File: config.mk
export PLATFORM = sky130hd
export DESIGN_NAME = alarm_event_selector_top
export DESIGN_NICKNAME = d
export VERILOG_FILES = /design/src/aes_pkg.sv /design/src/aes_decide.sv /design/src/alarm_event_selector_top.sv
export SDC_FILE = /design/constraint.sdc
export NUM_CORES = 1
export LEC_CHECK = 0
export BUFFER_PORTS_ARGS = -buffer_cell sky130_fd_sc_hd__buf_2
export CORE_ASPECT_RATIO = 0.7
export CORE_MARGIN = 5
export CORE_UTILIZATION = 60
export CTS_CLUSTER_DIAMETER = 50
export DETAILED_ROUTE_END_ITERATION = 10
export GPL_TIMING_DRIVEN = 0
export PLACE_DENSITY = 0.85
export RECOVER_POWER = 50
export SLEW_MARGIN = 20
export SYNTH_ARGS = -nofsm -noshare
export SYNTH_HDL_FRONTEND = slang
export SYNTH_SLANG_ARGS = --single-unit
File: constraint.sdc
create_clock -name clk_i -period 10.05 [get_ports clk_i]
set_input_delay 0.5025 -clock clk_i [delete_from_list [all_inputs] [get_ports clk_i]]
set_output_delay 0.5025 -clock clk_i [all_outputs]
set_load 0.01 [all_outputs]
File: src/aes_pkg.sv
package aes_pkg;

  localparam int unsigned NumEvents = 5;
  localparam int unsigned NumRcv    = 8;

  localparam logic [2:0] EV_NONE    = 3'd0;
  localparam logic [2:0] EV_ASSERT  = 3'd1;
  localparam logic [2:0] EV_NEGATE  = 3'd2;
  localparam logic [2:0] EV_CONFIRM = 3'd3;
  localparam logic [2:0] EV_DISABLE = 3'd4;
  localparam logic [2:0] EV_ENABLE  = 3'd5;

  // status word bit positions
  localparam int unsigned StActive    = 0;
  localparam int unsigned StConfirmed = 1;
  localparam int unsigned StDisabled  = 2;
  localparam int unsigned StClassLsb  = 3;

  // flag and sent mask order
  localparam int unsigned FlAssert  = 0;
  localparam int unsigned FlNegate  = 1;
  localparam int unsigned FlConfirm = 2;
  localparam int unsigned FlDisable = 3;
  localparam int unsigned FlEnable  = 4;

  typedef struct packed {
    logic [3:0]                          alarm_class;
    logic [31:0]                         enable_time;
    logic [31:0]                         disable_time;
    logic [31:0]                         confirm_time;
    logic [31:0]                         off_time;
    logic [31:0]                         init_time;
    logic [NumEvents-1:0][NumRcv-1:0]    sent_masks;
    logic [NumRcv-1:0]                   send_mask;
    logic [NumEvents-1:0]                send_flags;
    logic [2:0]                          pc_index;
  } aes_in_t;

  typedef struct packed {
    logic [6:0]  status_word;
    logic [31:0] event_time;
    logic [2:0]  event_kind;
  } aes_out_t;

endpackage

File: src/aes_decide.sv
module aes_decide import aes_pkg::*; (
  input  aes_in_t  word_i,
  output aes_out_t res_o
);

  logic [NumEvents-1:0] pend;
  logic [3:0]           set;
  logic [2:0]           kind;
  logic [31:0]          off, conf, dis, en;
  logic                 c_ge_o, d_ge_o, e_ge_o, o_ge_d, c_ge_d, d_ge_c;
  logic                 e_ge_c, d_ge_e, e_ge_d;
  logic [6:0]           st;
  logic [31:0]          t;

  assign off  = word_i.off_time;
  assign conf = word_i.confirm_time;
  assign dis  = word_i.disable_time;
  assign en   = word_i.enable_time;

  assign c_ge_o = conf >= off;
  assign d_ge_o = dis >= off;
  assign e_ge_o = en >= off;
  assign o_ge_d = off >= dis;
  assign c_ge_d = conf >= dis;
  assign d_ge_c = dis >= conf;
  assign e_ge_c = en >= conf;
  assign d_ge_e = dis >= en;
  assign e_ge_d = en >= dis;

  always_comb begin
    for (int k = 0; k < NumEvents; k++) begin
      pend[k] = word_i.send_flags[k] & word_i.send_mask[word_i.pc_index]
              & ~word_i.sent_masks[k][word_i.pc_index];
    end
  end

  assign set = {pend[FlEnable], pend[FlDisable], pend[FlConfirm], pend[FlNegate]};

  // decision tree over pending events
  always_comb begin
    if (pend[FlAssert]) begin
      kind = EV_ASSERT;
    end else begin
      case (set)
        4'd1:  kind = EV_NEGATE;
        4'd2:  kind = EV_CONFIRM;
        4'd3:  kind = c_ge_o ? EV_NEGATE : EV_CONFIRM;
        4'd4:  kind = EV_DISABLE;
        4'd5:  kind = d_ge_o ? EV_NEGATE : EV_DISABLE;
        4'd6:  kind = o_ge_d ? EV_DISABLE : EV_CONFIRM;
        4'd7: begin
          if (d_ge_o) kind = c_ge_o ? EV_NEGATE : EV_CONFIRM;
          else        kind = c_ge_d ? EV_DISABLE : EV_CONFIRM;
        end
        4'd8:  kind = EV_ENABLE;
        4'd9:  kind = e_ge_o ? EV_NEGATE : EV_ENABLE;
        4'd10: kind = e_ge_c ? EV_CONFIRM : EV_ENABLE;
        4'd11: begin
          if (e_ge_o) kind = c_ge_o ? EV_NEGATE : EV_CONFIRM;
          else        kind = (conf >= en) ? EV_ENABLE : EV_CONFIRM;
        end
        4'd12: kind = e_ge_d ? EV_DISABLE : EV_ENABLE;
        4'd13: begin
          if (e_ge_o) kind = d_ge_o ? EV_NEGATE : EV_DISABLE;
          else        kind = d_ge_e ? EV_ENABLE : EV_DISABLE;
        end
        4'd14: begin
          if (e_ge_c) kind = d_ge_c ? EV_CONFIRM : EV_DISABLE;
          else        kind = d_ge_e ? EV_ENABLE : EV_DISABLE;
        end
        4'd15: begin
          if (d_ge_o) begin
            if (c_ge_o) kind = e_ge_o ? EV_NEGATE : EV_ENABLE;
            else        kind = e_ge_c ? EV_CONFIRM : EV_ENABLE;
          end else begin
            if (c_ge_d) kind = e_ge_d ? EV_DISABLE : EV_ENABLE;
            else        kind = e_ge_c ? EV_CONFIRM : EV_ENABLE;
          end
        end
        default: kind = EV_NONE;
      endcase
    end
  end

  // timestamp and status for the chosen event, zero time means unset
  always_comb begin
    t  = '0;
    st = '0;
    unique case (kind)
      EV_ASSERT: begin
        t  = word_i.init_time;
        st[StActive] = 1'b1;
        st[StClassLsb +: 4] = word_i.alarm_class;
      end
      EV_NEGATE: begin
        t  = off;
        st[StClassLsb +: 4] = word_i.alarm_class;
        st[StConfirmed] = (conf != '0) && !c_ge_o;
        st[StDisabled]  = (dis != '0) && !d_ge_o && !((en != '0) && !e_ge_o);
      end
      EV_CONFIRM: begin
        t  = conf;
        st[StClassLsb +: 4] = word_i.alarm_class;
        st[StConfirmed] = 1'b1;
        st[StActive]    = !((off != '0) && c_ge_o);
        st[StDisabled]  = (dis != '0) && !d_ge_c;
      end
      EV_DISABLE: begin
        t  = dis;
        st[StClassLsb +: 4] = word_i.alarm_class;
        st[StDisabled]  = 1'b1;
        st[StActive]    = !((off != '0) && d_ge_o);
        st[StConfirmed] = (conf != '0) && d_ge_c;
      end
      EV_ENABLE: begin
        t  = en;
        st[StClassLsb +: 4] = word_i.alarm_class;
        st[StActive]    = !((off != '0) && e_ge_o);
        st[StConfirmed] = (conf != '0) && e_ge_c;
      end
      default: begin
        t  = '0;
        st = '0;
      end
    endcase
  end

  assign res_o.event_kind  = kind;
  assign res_o.event_time  = t;
  assign res_o.status_word = st;

endmodule

File: src/alarm_event_selector_top.sv
// Alarm event selector: for one alarm entry and one receiver index it returns the next
// event still owed to that receiver, its timestamp and a status word. A word is taken
// on every clock edge where start_i is high; busy_o stays low, so a new word may
// follow in every cycle. Each word gives exactly one result, shown on res_o for one
// cycle with done_o high. The path is an input register, the event decision with its
// 32-bit timestamp compares, and a result register. The receiver cannot stall and
// must take the result in the cycle it is shown.
module alarm_event_selector_top import aes_pkg::*; (
  input  logic     clk_i,
  input  logic     rst_ni,
  input  logic     start_i,
  output logic     busy_o,
  input  aes_in_t  in_word_i,
  output logic     done_o,
  output aes_out_t res_o
);

  aes_in_t  in_q;
  logic     in_vld_q;
  aes_out_t res_d, res_q;
  logic     done_q;
  logic     accept;

  assign busy_o = 1'b0;
  assign accept = start_i && !busy_o;

  always_ff @(posedge clk_i or negedge rst_ni) begin
    if (!rst_ni) begin
      in_vld_q <= 1'b0;
      done_q   <= 1'b0;
    end else begin
      in_vld_q <= accept;
      done_q   <= in_vld_q;
    end
  end

  always_ff @(posedge clk_i) begin
    if (accept) begin
      in_q <= in_word_i;
    end
    if (in_vld_q) begin
      res_q <= res_d;
    end
  end

  aes_decide u_decide (
    .word_i (in_q),
    .res_o  (res_d)
  );

  assign done_o = done_q;
  assign res_o  = res_q;

  a_accept_done: assert property (@(posedge clk_i) disable iff (!rst_ni)
    accept |=> ##1 done_o)
    else $error("accepted word gave no result");

  a_kind_range: assert property (@(posedge clk_i) disable iff (!rst_ni)
    done_o |-> res_o.event_kind <= EV_ENABLE)
    else $error("event kind out of range");

  a_none_zero: assert property (@(posedge clk_i) disable iff (!rst_ni)
    done_o && res_o.event_kind == EV_NONE |->
      res_o.event_time == '0 && res_o.status_word == '0)
    else $error("empty result not cleared");

  a_assert_active: assert property (@(posedge clk_i) disable iff (!rst_ni)
    done_o && res_o.event_kind == EV_ASSERT |-> res_o.status_word[StActive])
    else $error("assert event without active bit");

  a_confirm_bit: assert property (@(posedge clk_i) disable iff (!rst_ni)
    done_o && res_o.event_kind == EV_CONFIRM |-> res_o.status_word[StConfirmed])
    else $error("confirm event without confirmed bit");

endmodule
; ---- Word level (Yosys, flattened, before mapping)
; Index checks and enable logic that the tools add are counted.
[totals]
inputBits = 223
output_inout_bits = 44
ff_bits = 264
[classes]
n_lt_le_gt_ge = 11
n_reduce_logical = 23
n_eq_ne = 20
bitwise = 15
mux = 35
[ops]
columns = op, n
row1 = greater-or-equal comparator 32 bit, 10
row2 = case mux 32 bit (5 select lines), 1
row3 = nonzero test 32 bit, 4
row4 = two-way mux 3 bit, 15
row5 = case mux 3 bit (15 select lines), 1
row6 = "== test 4 bit, second input constant", 8
row7 = binary-select mux 1 bit (select 3 bit), 6
row8 = "== test 4 x 3 -> 1 bit, second input constant", 4
row9 = AND 1 bit, 10
row10 = logical AND 1 bit, 10
row11 = two-way mux 1 bit, 9
row12 = "== test 4 x 2 -> 1 bit, second input constant", 2
row13 = logical NOT 1 bit, 8
row14 = case mux 1 bit (4 select lines), 2
row15 = "== test 3 x 2 -> 1 bit, second input constant", 2
row16 = "== test 3 bit, second input constant", 2
row17 = NOT 1 bit, 5
row18 = OR reduction 5 bit, 1
row19 = "== test 4 x 1 -> 1 bit, second input constant", 1
row20 = "< comparator 3 x 4 -> 1 bit, second input constant", 1
row21 = "== test 3 x 1 -> 1 bit, second input constant", 1
row22 = case mux 1 bit (3 select lines), 1

; ---- Longest topological paths before layout
; Gate-level depths: netlist (run 1).
[logic_depth]
word_depth = 9
depth_mapped = 15
mapped_depth_nobuf = 14

; ---- Hierarchy
; Synthesis (run 1) repeated with hierarchy kept, for this count alone.
[unflattened]
cells_unflattened = 1205
area_unflattened_um2 = 14895.5
[modules_own_cells]
columns = module, cells_per_inst, seq_area_each_um2, area_per_inst_um2, n_inst
row1 = alarm_event_selector_top, 266, 7917.6, 7928.9, 1
row2 = aes_decide, 939, 0.0, 6966.7, 1

; ---- Worst setup path before layout (run 1)
; No wires, ideal clock.
[synth_path]
path_type = register to register
startpoint = register in_q[162] (netlist name)
endpoint = register res_q, in the netlist res_o[10], data pin
arrival_time_ps = 3253
setup_ps = 261
path_slack_ps = 6537
path_stages_with_launch = 14
required_time_ps = 9789
cell_sequence = edfxtp_1 ha_1 nand4_1 or4_1 o221a_2 o21a_1 nor3_1 a211oi_1 nor4_2 and2_1 buf_4 buf_4 o21ai_1 a221o_1
[synth_lines]
columns = element, line_no
row1 = "start, declared", alarm_event_selector_top.sv:18  ; aes_in_t in_q;
row2 = "start signal, assigned", alarm_event_selector_top.sv:39  ; in_q <= in_word_i;
row3 = "end signal, assigned", alarm_event_selector_top.sv:42  ; res_q <= res_d;
row4 = "end, declared", alarm_event_selector_top.sv:20  ; aes_out_t res_d, res_q;

; ---- Worst setup path after layout (run 1)
[layout_path]
startpoint = input port start_i
endpoint = register in_q[56] (netlist name) (enable)
[layout_lines]
columns = element, line_no
row1 = "start, declared", alarm_event_selector_top.sv:11  ; input logic start_i,
; No word-level cell between the ends.

==> results of run 1 <==
-- routing by layer --
metal | vias up | GRT usage (%) | part of all wire, %
met3 | 97 | 8.50 | 14
met2 | 814 | 45.7 | 41
met4 | 4 | 6.04 | 2.0
met5 | - | 0 | 0.045
met1 | 5841 | 49.6 | 43
li1 | 5509 | - | -
-- metrics by stage --
step / instance area (um^2) / instances
final: 17700 / 1901
after global routing: 17700 / 1901
after CTS: 17700 / 1901
after detailed placement: 16800 / 1852
after global placement: 16800 / 1849
after floorplan: 15000 / 1259
-- state kept, by name, indices dropped and copies added (netlist names) --
signal    cells
done_o        1
in_q        220
in_vld_q      1
res_o        42
-- cell families (layout without fill, tap and decap cells) --
family | count (synthesis) | after routing | synth area share, %
buffers and inverters | 146 | 463 | 4.00
AO/OA/AOI/OAI | 293 | 293 | 12.6
AND/OR/NAND/NOR | 347 | 347 | 12.6
other | 1 | 1 | 0.0250
adder cells (fa/ha/maj) | 192 | 192 | 16.0
multiplexers | 16 | 16 | 2.15
flip-flops | 264 | 264 | 52.7
-- power breakdown --
group	internal (mW)	switching, mW	total (mW)	leakage [nW]
combinational	0.291	0.452	0.743	4.48
clock	0.573	0.420	0.993	0.425
sequential	1.35	0.0953	1.44	2.58
total	2.21	0.967	3.18	7.49
-- cells in the mapped netlist (3+ instances only) --
cell | number | area (um^2)
o21ai_1 | 28 | 140
o21ai_0 | 35 | 175
a211oi_1 | 8 | 60.1
edfxtp_1 | 262 | 7870
and3_1 | 3 | 18.8
nand2_1 | 62 | 233
nand3_1 | 87 | 435
or4_1 | 6 | 45.0
nor3_1 | 7 | 35.0
mux4_2 | 13 | 293
and4_1 | 7 | 61.3
nand2b_1 | 43 | 269
o32ai_1 | 4 | 35.0
inv_1 | 108 | 405
a21oi_1 | 109 | 546
mux2i_1 | 3 | 30.0
nor2_1 | 25 | 93.8
a31oi_1 | 9 | 56.3
ha_1 | 192 | 2400
nor2b_1 | 7 | 43.8
o21a_1 | 8 | 60.1
buf_2 | 8 | 40.0
a221o_1 | 33 | 330
buf_6 | 3 | 33.8
a221oi_1 | 6 | 52.6
nand4_1 | 43 | 269
clkbuf_1 | 18 | 67.6
nor4_1 | 38 | 238
a21o_1 | 15 | 113
and2_1 | 8 | 50.1
o2111ai_1 | 3 | 26.3
buf_4 | 5 | 37.5
o22ai_1 | 5 | 31.3
o211ai_1 | 9 | 67.6
-- final timing paths --
kind / slack (ns) / endpoint / cells past startpoint
worst max register to register: 5.06 / res_o[25] / 12
worst min-delay path: 0.12 / in_q[82] / 1
worst max-delay path: 3.99 / in_q[56] / 2
min in group asynchronous: 0.28 / in_vld_q / 2
max in group asynchronous: 9.61 / done_o / 2
worst min register to register: 0.54 / res_o[40] / 1
-- cell type report --
cell class | instances | share of cell area, %
Buffer | 37 | 1.08
Clock buffer | 33 | 3.95
Sequential cell | 264 | 44.8
Clock inverter | 15 | 0.935
Inverter | 109 | 2.32
Timing Repair Buffer | 269 | 7.72
Multi-Input combinational cell | 849 | 36.9
Tap cell | 325 | 2.30
-- what timing repair did --
| action | 4_1_cts | 5_1_grt |
|---|---|---|
| hold buffers | 1 | 0 |
| endpoints found under the hold margin | 2 | 0 |
| setup buffers | 0 | 0 |
==> impl_metrics.csv, run 1 <==
group,metric,value,unit
outcome,status,"finished, violations left",
outcome,violations,"max-capacitance violations, max-slew violations",
layout,syn_to_final_growth,17.5,%
clock_network,cts-resized-gates,0,
layout,final_common_cell,"edfxtp_1",
clock_network,clk_pin_slew,0.06,ns
die,dieWidth,199,um
setup_path,crit_buf_inv,2,
setup_path,critPathLaunchType,"input pin",
timing,setup_viol,0,
clock_network,cts_buffers,26,
hold_path,hp-class,"input pin to register",
power,cellPowerDensity,180,mW/mm^2
place,dp_hpwl,36.3,mm
layout,post_route_cells_drive_above_1_share,20.6,%
place,globalplace.congestion,0.975,
detailed_routing,first_iter_violations,1503,
detailed_routing,vias_per_cell,6.45,
synth,synth_seq_cells,264,
die,die_area,0.0284,mm^2
synth,synth-async-reset-ratio,0.758,%
synth,seq_area_frac_synth,52.7,%
grt,antenna_found_initial,2,
hold_path,worst_hold_startpoint,"in_word_i[82]",
timing,skew,0.0168,ns
setup_path,crit_required,10.09,ns
setup_path,path_cells,"clkbuf_1 > clkbuf_1",
die,die_y,142,um
timing,whs,0.116,ns
synth,yosysWarnings,0,
synth,netlist_area,0.0150,mm^2
timing,finalWorstSetupSlack,3.99,ns
timing,setup_tns,0,ns
timing,worstMarginPinSlew,4.80,ns
power,leakagePower,7.49,nW
synth,ys_types,64,
detailed_routing,wl_per_cell,24.5,um
clock_network,root_buffer,"clkbuf_16",
clock_network,cts.sinks,264,
timing,layout_min_cycle_time,6.06,ns
synth,synth_cells,1259,
timing,fin_crit_sh,60.3,%
layout,final_cell_mix,"edfxtp_1 (262), buf_2 (253), ha_1 (192)",
die,start_util,60.9,%
setup_path,critical_path_class,"input pin to register",
setup_path,r2r_start,"in_q[88]",
grt,grt_pass1_wl,68.8,mm
timing,hold_violations,0,
layout,multi_input_area,0.00651,mm^2
synth,synth_edf_count,262,
detailed_routing,num_vias,12265,
setup_path,cp.arrival,6.11,ns
synth,syn_avg_cell_area,11.9,um^2
grt,grt-ovfl-total,0,
layout,final_nets,1971,
die,pin_count,267,
timing,max_freq,165,MHz
grt,grt_pass1_vias,11691,
setup_path,critPathCaptureType,"register",
setup_path,cpPeakStageDelay,3.46,ns
setup_path,critPathLaunch,"start_i",
detailed_routing,drt-total-wl,46.5,mm
detailed_routing,drc,0,
layout,n_antenna_cell,0,
place,io_buffers,265,
layout,utilization,71.5,%
run,maxCapViolCount,2,
synth,syn-num-nets,1674,
grt,grt_max_degree,90,
power,totalPowerFinal,3.18,mW
timing,timing.final.max_slew_violations,146,
clock_network,worstSkewPairLatency,0.56,ns
setup_path,crit_fanout,89,
detailed_routing,drt_pass1_iterations,6,
setup_path,cp_top_family,"buffers and inverters",
setup_path,cp_slowest_cell,"clkbuf_1",
timing,slew_headroom,-220,%
die,coreArea,0.0247,mm^2
detailed_routing,ant_nets,0,
timing,rsz0062_at_grt,"false",
power,ir_drop,196,uV
layout,regArea,0.00792,mm^2
clock_network,h-tree-depth,1,
clock_network,cts_buffer_depth,3,
setup_path,crit_top_cell,"clkbuf_1",
synth,synthFlopType,"edfxtp_1",
place,place_ws,5.28,ns
clock_network,cts_tree,"done",
grt,grtUsageTotal,31.9,%
die,rows,48,
layout,fill_cells,1760,
Power figures use the tool's default switching activity.
==> inputs of run 2 (changes only) <==
- CORE_UTILIZATION: 60 -> 51
- PLACE_DENSITY: 0.85 -> 0.77
- clock period: 10.05 -> 5.41 ns (I/O delays scaled with it)
==> run 2 against run 1 <==
Against the previous run:
- the flow still finishes with violations (max-capacitance violations, max-slew violations)
- global-route usage fell by 1.4 points
- clock-buffer cell count rose by 2
- first-iteration DRC count fell by 1.8%
- core utilization fell by 3.0 points
- critical path depth rose by 13
- register-to-register slack got worse by 4.3 ns
- clock skew fell by 0.00068 ns
- clock power rose by 81%
- sequential power rose by 87%
- design area rose by 12%
- die area rose by 17%
- largest power group unchanged
==> impl_metrics.csv, run 2 (synthesis results as in run 1) <==
group,metric,value,unit
clock_network,cts_tree,"done",
die,die_area,0.0331,mm^2
setup_path,cp_top_family,"simple AND/OR/NAND/NOR gates",
layout,top_regs,"in_q: 220 flops, res_o: 42 flops",
detailed_routing,first_iter_violations,1476,
power,totalPowerFinal,5.99,mW
clock_network,cts_buffers,26,
timing,hold_violations,0,
timing,setup_viol,0,
hold_path,hp-class,"input pin to asynchronous set/reset pin",
place,dp_hpwl,37.0,mm
setup_path,critPathCaptureType,"register",
power,seqPwrFrac,44.9,%
setup_path,r2r_slack,0.81,ns
setup_path,cp_slowest_cell,"or4_1",
run,maxCapViolCount,3,
grt,grt_pass1_vias,12897,
layout,fill_cells,2083,
grt,grtUsageTotal,30.5,%
clock_network,clk_pin_slew,0.07,ns
timing,worstMarginPinSlew,2.53,ns
die,dieWidth,215,um
timing,setup_tns,0,ns
grt,grt_pass1_wl,78.2,mm
power,cellPowerDensity,302,mW/mm^2
clock_network,root_buffer,"clkbuf_16",
layout,syn_to_final_growth,32.1,%
setup_path,crit_buf_inv,3,
detailed_routing,ant_nets,0,
power,netSwitchingFraction,30.9,%
setup_path,crit_fanout,10,
grt,grt_max_degree,99,
grt,grt-ovfl-total,0,
clock_network,cts-resized-gates,0,
place,io_buffers,265,
detailed_routing,drt-total-wl,52.2,mm
outcome,status,"finished, violations left",
setup_path,crit_top_cell,"a211oi_1",
timing,slew_headroom,-69.0,%
timing,finalWorstSetupSlack,0.809,ns
detailed_routing,drc,0,
timing,fin_crit_sh,85.0,%
timing,timing.final.max_slew_violations,226,
layout,final_nets,2191,
setup_path,path_cells,"inv_1 > ha_1 > nand4_1 > or4_1 > nor3_2 > a211oi_1 > o21a_1 > nor3_1 > a211oi_1 > nor4_2 > buf_6 > clkbuf_1 > nand3_1 > o21ai_1 > a221o_1",
setup_path,cpPeakStageDelay,0.68,ns
timing,rsz0062_at_grt,"false",
clock_network,cts_buffer_depth,3,
power,combPwrFrac,25.1,%
clock_network,cts.sinks,264,
clock_network,worstSkewPairLatency,0.55,ns
place,place_ws,0.936,ns
setup_path,cp.arrival,5.00,ns
die,pin_count,267,
layout,top_register,"in_q",
die,die_y,154,um
power,power_frac_clock,30.0,%
power,p_int,4.14,mW
layout,final_common_cell,"edfxtp_1",
detailed_routing,drt_pass1_iterations,8,
die,rows,52,
place,globalplace.congestion,0.986,
clock_network,h-tree-depth,1,
timing,max_freq,217,MHz
layout,final_cell_mix,"edfxtp_1 (262), buf_2 (222), dlygate4sd3_1 (221)",
setup_path,critical_path_class,"register to register",
power,p_sw,1.85,mW
layout,largest_register_ffs,220,
power,ir_drop,239,uV
power,leakagePower,8.31,nW
layout,multi_input_area,0.00651,mm^2
grt,antenna_found_initial,2,
die,start_util,51.9,%
layout,utilization,68.6,%
setup_path,critPathLaunchType,"register",
detailed_routing,wl_per_cell,24.0,um
layout,post_route_cells_drive_above_1_share,16.6,%
detailed_routing,num_vias,13108,
outcome,violations,"max-capacitance violations, max-slew violations",
setup_path,crit_required,5.81,ns
timing,skew,0.0162,ns
detailed_routing,vias_per_cell,6.03,
die,coreArea,0.0290,mm^2
layout,regArea,0.00792,mm^2
timing,layout_min_cycle_time,4.60,ns
==> run 2: cell count changes in the layout (fill, tap and decap cells not counted), moves of 2 or more <==
cell	before	now
clkbuf_1	45	74
bufinv_16	3	1
clkbuf_8	0	2
buf_2	253	222
clkinv_8	0	2
dlygate4sd3_1	1	221
inv_8	2	0
clkinv_1	4	2
diode_2	0	2
clkbuf_2	1	4
==> run 2: stage by stage <==
| step | hold slack (ns) | std cells | area (um^2) |
|---|---|---|---|
| global placement | 0.0560 | 1902 | 16800 |
| detailed placement | 0.0616 | 1905 | 16900 |
| finish | 0.0605 | 2175 | 19900 |
| floorplan | -0.0251 | 1259 | 15000 |
| global route | 0.0700 | 2174 | 19900 |
| CTS | 0.0308 | 2173 | 20000 |
==> run 2: cell type report <==
type	instances	area share, %
sequential	264	39.9
multi-input combinational	849	32.8
timing repair buffer	489	17.7
clock buffer	35	3.65
tap	378	2.38
inverter	109	2.06
buffer	37	0.964
clock inverter	12	0.567
antenna	2	0.0252
==> run 2: path summary, 6_finish.rpt <==
check,depth (start not counted),start,endpoint
setup / recovery,15,in_q[111],res_o[14]
hold / removal,2,rst_ni,done_o
setup reg to reg,15,in_q[111],res_o[14]
hold reg to reg,1,in_q[216],res_o[38]
max in group asynchronous,2,rst_ni,in_vld_q
min in group clk_i,2,in_word_i[135],in_q[135]
==> run 2: layer usage <==
layer,vias to the layer above,routed length [um],global-route usage (%),part of all wire (%)
met5,-,13,0,0.025
met4,2,876,4.81,1.7
met3,64,5880,7.25,11
met2,818,22600,46.2,43
met1,6263,22800,46.0,44
li1,5961,-,-,-
==> run 2: what timing repair did <==
| action | CTS | global route |
|---|---|---|
| endpoints found under the hold margin | 222 | 0 |
| buffers inserted | 0 | 0 |
| hold buffers | 221 | 0 |
==> run 2: worst reg2reg max path, stage by stage (launching register included) <==
cell      delay [ns]
edfxtp_1        0.55
inv_1           0.16
ha_1            0.34
nand4_1         0.15
or4_1           0.68
nor3_2          0.33
a211oi_1        0.12
o21a_1          0.16
nor3_1          0.19
a211oi_1        0.09
nor4_2          0.47
buf_6           0.23
clkbuf_1        0.42
nand3_1         0.14
o21ai_1         0.21
a221o_1         0.22
==> run 2: power by group through the flow <==
stage / combinational, mW / clock (mW) / sequential, mW
2_1_floorplan: 0.794 / 0 / 2.66
3_3_place_gp: 1.27 / 0 / 2.72
3_5_place_dp: 1.32 / 0 / 2.71
4_1_cts: 1.46 / 1.79 / 2.67
5_1_grt: 1.64 / 1.91 / 2.70
6_report: 1.50 / 1.80 / 2.69
==> inputs of run 3 (changes only) <==
- SYNTH_HIERARCHICAL: unset -> 1
==> run 3 against run 2 <==
Against the previous run:
- final cell count shrank 2.2%
- critical path depth shrank 1
- highest routed layer unchanged
- core utilization is 0.17 points higher
- design area is 0.20% lower
- sequential cell count unchanged
- hold slack improved by 0.34 ns
- largest cell class unchanged
- wire length grew 0.24%
- clock power rose by 8%
- clock skew fell by 0.0015 ns
- the run still ends with max-capacitance violations, max-slew violations left
- synthesized cell count decreased by 4.3%
- clock-buffer cell count rose by 6
- register-to-register slack got worse by 0.66 ns
==> impl_metrics.csv, run 3 <==
group,metric,value,unit
outcome,status,"finished, violations left",
outcome,violations,"max-capacitance violations, max-slew violations",
layout,final_nets,2141,
clock_network,worstSkewPairLatency,0.58,ns
clock_network,cts.sinks,264,
layout,top_regs,"in_q: 220 flops, res_o: 42 flops",
setup_path,crit_fanout,10,
setup_path,critPathCaptureType,"register",
synth,synth-async-reset-ratio,0.758,%
timing,hold_violations,0,
clock_network,clk_pin_slew,0.06,ns
detailed_routing,ant_nets,0,
layout,multi_input_area,0.00630,mm^2
timing,setup_tns,0,ns
synth,syn_avg_cell_area,12.4,um^2
layout,largest_register_ffs,220,
setup_path,endpoint,"res_o[24]",
layout,fill_cells,2030,
setup_path,r2r_start,"in_q[109]",
hold_path,worst_hold_startpoint,"in_word_i[61]",
layout,final_common_cell,"edfxtp_1",
synth,synth_area_leader_cell,"edfxtp_1",
grt,grtUsageTotal,30.9,%
timing,max_freq,190,MHz
clock_network,root_buffer,"clkbuf_16",
grt,grt-ovfl-total,0,
clock_network,cts_tree,"done",
die,coreArea,0.0288,mm^2
clock_network,h-tree-depth,1,
synth,synth.most_common_cell,"edfxtp_1",
clock_network,cts_buffers,30,
detailed_routing,drt_pass1_iterations,5,
synth,ys_top_cells_by_area,"edfxtp_1 (53%), ha_1 (16%), inv_1 (3.4%)",
synth,netlist_area,0.0149,mm^2
die,rows,52,
setup_path,critPathLaunch,"in_q[109]",
setup_path,rr_endpoint,"res_o[24]",
detailed_routing,wl_per_cell,24.6,um
grt,grt_pass1_wl,78.2,mm
hold_path,hp-class,"input pin to register",
setup_path,r2r_cells,14,
detailed_routing,drc,0,
timing,fin_crit_sh,97.3,%
layout,post_route_cells_drive_above_1_share,18.0,%
grt,grt_max_degree,97,
timing,layout_min_cycle_time,5.26,ns
place,io_buffers,265,
place,globalplace.congestion,0.995,
detailed_routing,num_vias,12727,
setup_path,critical_path_class,"register to register",
timing,timing.final.max_slew_violations,226,
synth,synth_commonest_cells,"edfxtp_1 (262), ha_1 (192), inv_1 (136)",
run,maxCapViolCount,3,
die,die_area,0.0328,mm^2
synth,syn-num-nets,1620,
die,dieWidth,214,um
layout,design_area,0.0198,mm^2
power,ir_drop,290,uV
detailed_routing,drt-total-wl,52.3,mm
power,leakagePower,8.53,nW
detailed_routing,vias_per_cell,5.98,
timing,rsz0062_at_grt,"false",
synth,synth_edf_count,262,
die,start_util,51.7,%
grt,antenna_found_initial,1,
synth,seq_area_frac_synth,53.2,%
layout,syn_to_final_growth,33.1,%
synth,synthFlopType,"edfxtp_1",
layout,n_antenna_cell,0,
grt,grt_pass1_vias,12875,
synth,synth_seq_cells,264,
synth,synth_cells,1205,
clock_network,cts_buffer_depth,3,
clock_network,cts_setup_buffers,0,
layout,top_register,"in_q",
setup_path,crit_required,5.81,ns
synth,ys_types,71,
setup_path,critPathLaunchType,"register",
timing,worstMarginPinSlew,2.37,ns
setup_path,cp.arrival,5.67,ns
place,dp_hpwl,36.0,mm
die,pin_count,267,
detailed_routing,first_iter_violations,1460,
setup_path,r2r_slack,0.15,ns
timing,skew,0.0146,ns
synth,yosysWarnings,6,
synth,synth_top_area_share,52.8,%
layout,regArea,0.00792,mm^2
clock_network,cts-resized-gates,0,
power,cellPowerDensity,309,mW/mm^2
power,totalPowerFinal,6.13,mW
place,dpl-instance-area,0.0168,mm^2
die,die_y,153,um
timing,slew_headroom,-57.8,%
layout,final_cell_mix,"edfxtp_1 (262), buf_2 (228), dlygate4sd3_1 (222)",
timing,setup_viol,0,
run 3: logic make-up (layout without fill, tap and decap cells):
logic type | count (synthesis) | in the layout | share of synthesized area, %
simple gates | 287 | 287 | 10.3
flops | 264 | 264 | 53.2
compound gates | 243 | 243 | 11.2
fa+ha+maj | 192 | 192 | 16.1
buf+inv | 165 | 709 | 4.52
mux | 53 | 53 | 4.75
other cells | 1 | 1 | 0.0252
run 3: cell type report:
cell class              count  area share, %
repair buffers            489           17.7
inverters                 138           2.61
clock buffers              41           4.15
well taps                 378           2.39
flip-flops and latches    264           40.0
plain buffers              27          0.783
clock inverters            14          0.619
multi-input cells         776           31.8
run 3: how the worst min path moves through the flow:
stage,endpoint,slack [ns],cells past startpoint
after CTS,in_q[87],0.07,1
final,in_q[61],0.40,2
after detailed placement,done_o,0.06,1
after floorplan,done_o,-0.03,0
after global routing,in_q[146],0.39,2
after global placement,done_o,0.06,1
run 3: report_power, final:
| group | total, mW | internal [mW] | leakage, nW | switching [mW] |
|---|---|---|---|---|
| Sequential | 2.73 | 2.52 | 2.58 | 0.210 |
| Clock | 1.94 | 1.08 | 0.453 | 0.864 |
| Combinational | 1.45 | 0.631 | 5.49 | 0.824 |
| Total | 6.13 | 4.23 | 8.53 | 1.90 |
run 3: metrics by stage:
step / hold slack, ns / setup WS [ns] / utilization (%) / instances
after floorplan: -0.0251 / 1.82 / - / 1205
after global placement: 0.0563 / 0.438 / 57.9 / 1848
after detailed placement: 0.0604 / 0.449 / 58.2 / 1850
after CTS: 0.0716 / 0.388 / 69.1 / 2127
after global routing: 0.388 / 0.0350 / 68.8 / 2127
final: 0.401 / 0.146 / 68.8 / 2127
run 3: what timing repair did:
action | in CTS | in global routing
hold buffers | 222 | 0
endpoints found under the hold margin | 222 | 0
endpoints found under the setup margin | 0 | 0
run 3: metal layers:
| metal | vias up | track usage [%] | part of all wire, % |
|---|---|---|---|
| li1 | 5717 | - | - |
| met1 | 6139 | 45.2 | 42 |
| met2 | 775 | 47.9 | 44 |
| met3 | 94 | 6.27 | 11 |
| met4 | 2 | 7.79 | 2.8 |
| met5 | - | 0 | 0.013 |
run 3: worst max-delay path: stages (launching register included):
cell and delay, ns:
edfxtp_1 0.47, inv_1 0.11, ha_1 0.32, a21oi_1 0.18
o21ai_0 0.17, a221oi_1 0.63, o221ai_1 0.28, a21o_1 0.35
a2111oi_0 0.63, a311o_1 0.21, nor4_2 0.07, nor4_2 0.92
buf_2 0.48, nand2_1 0.11, o211ai_1 0.11
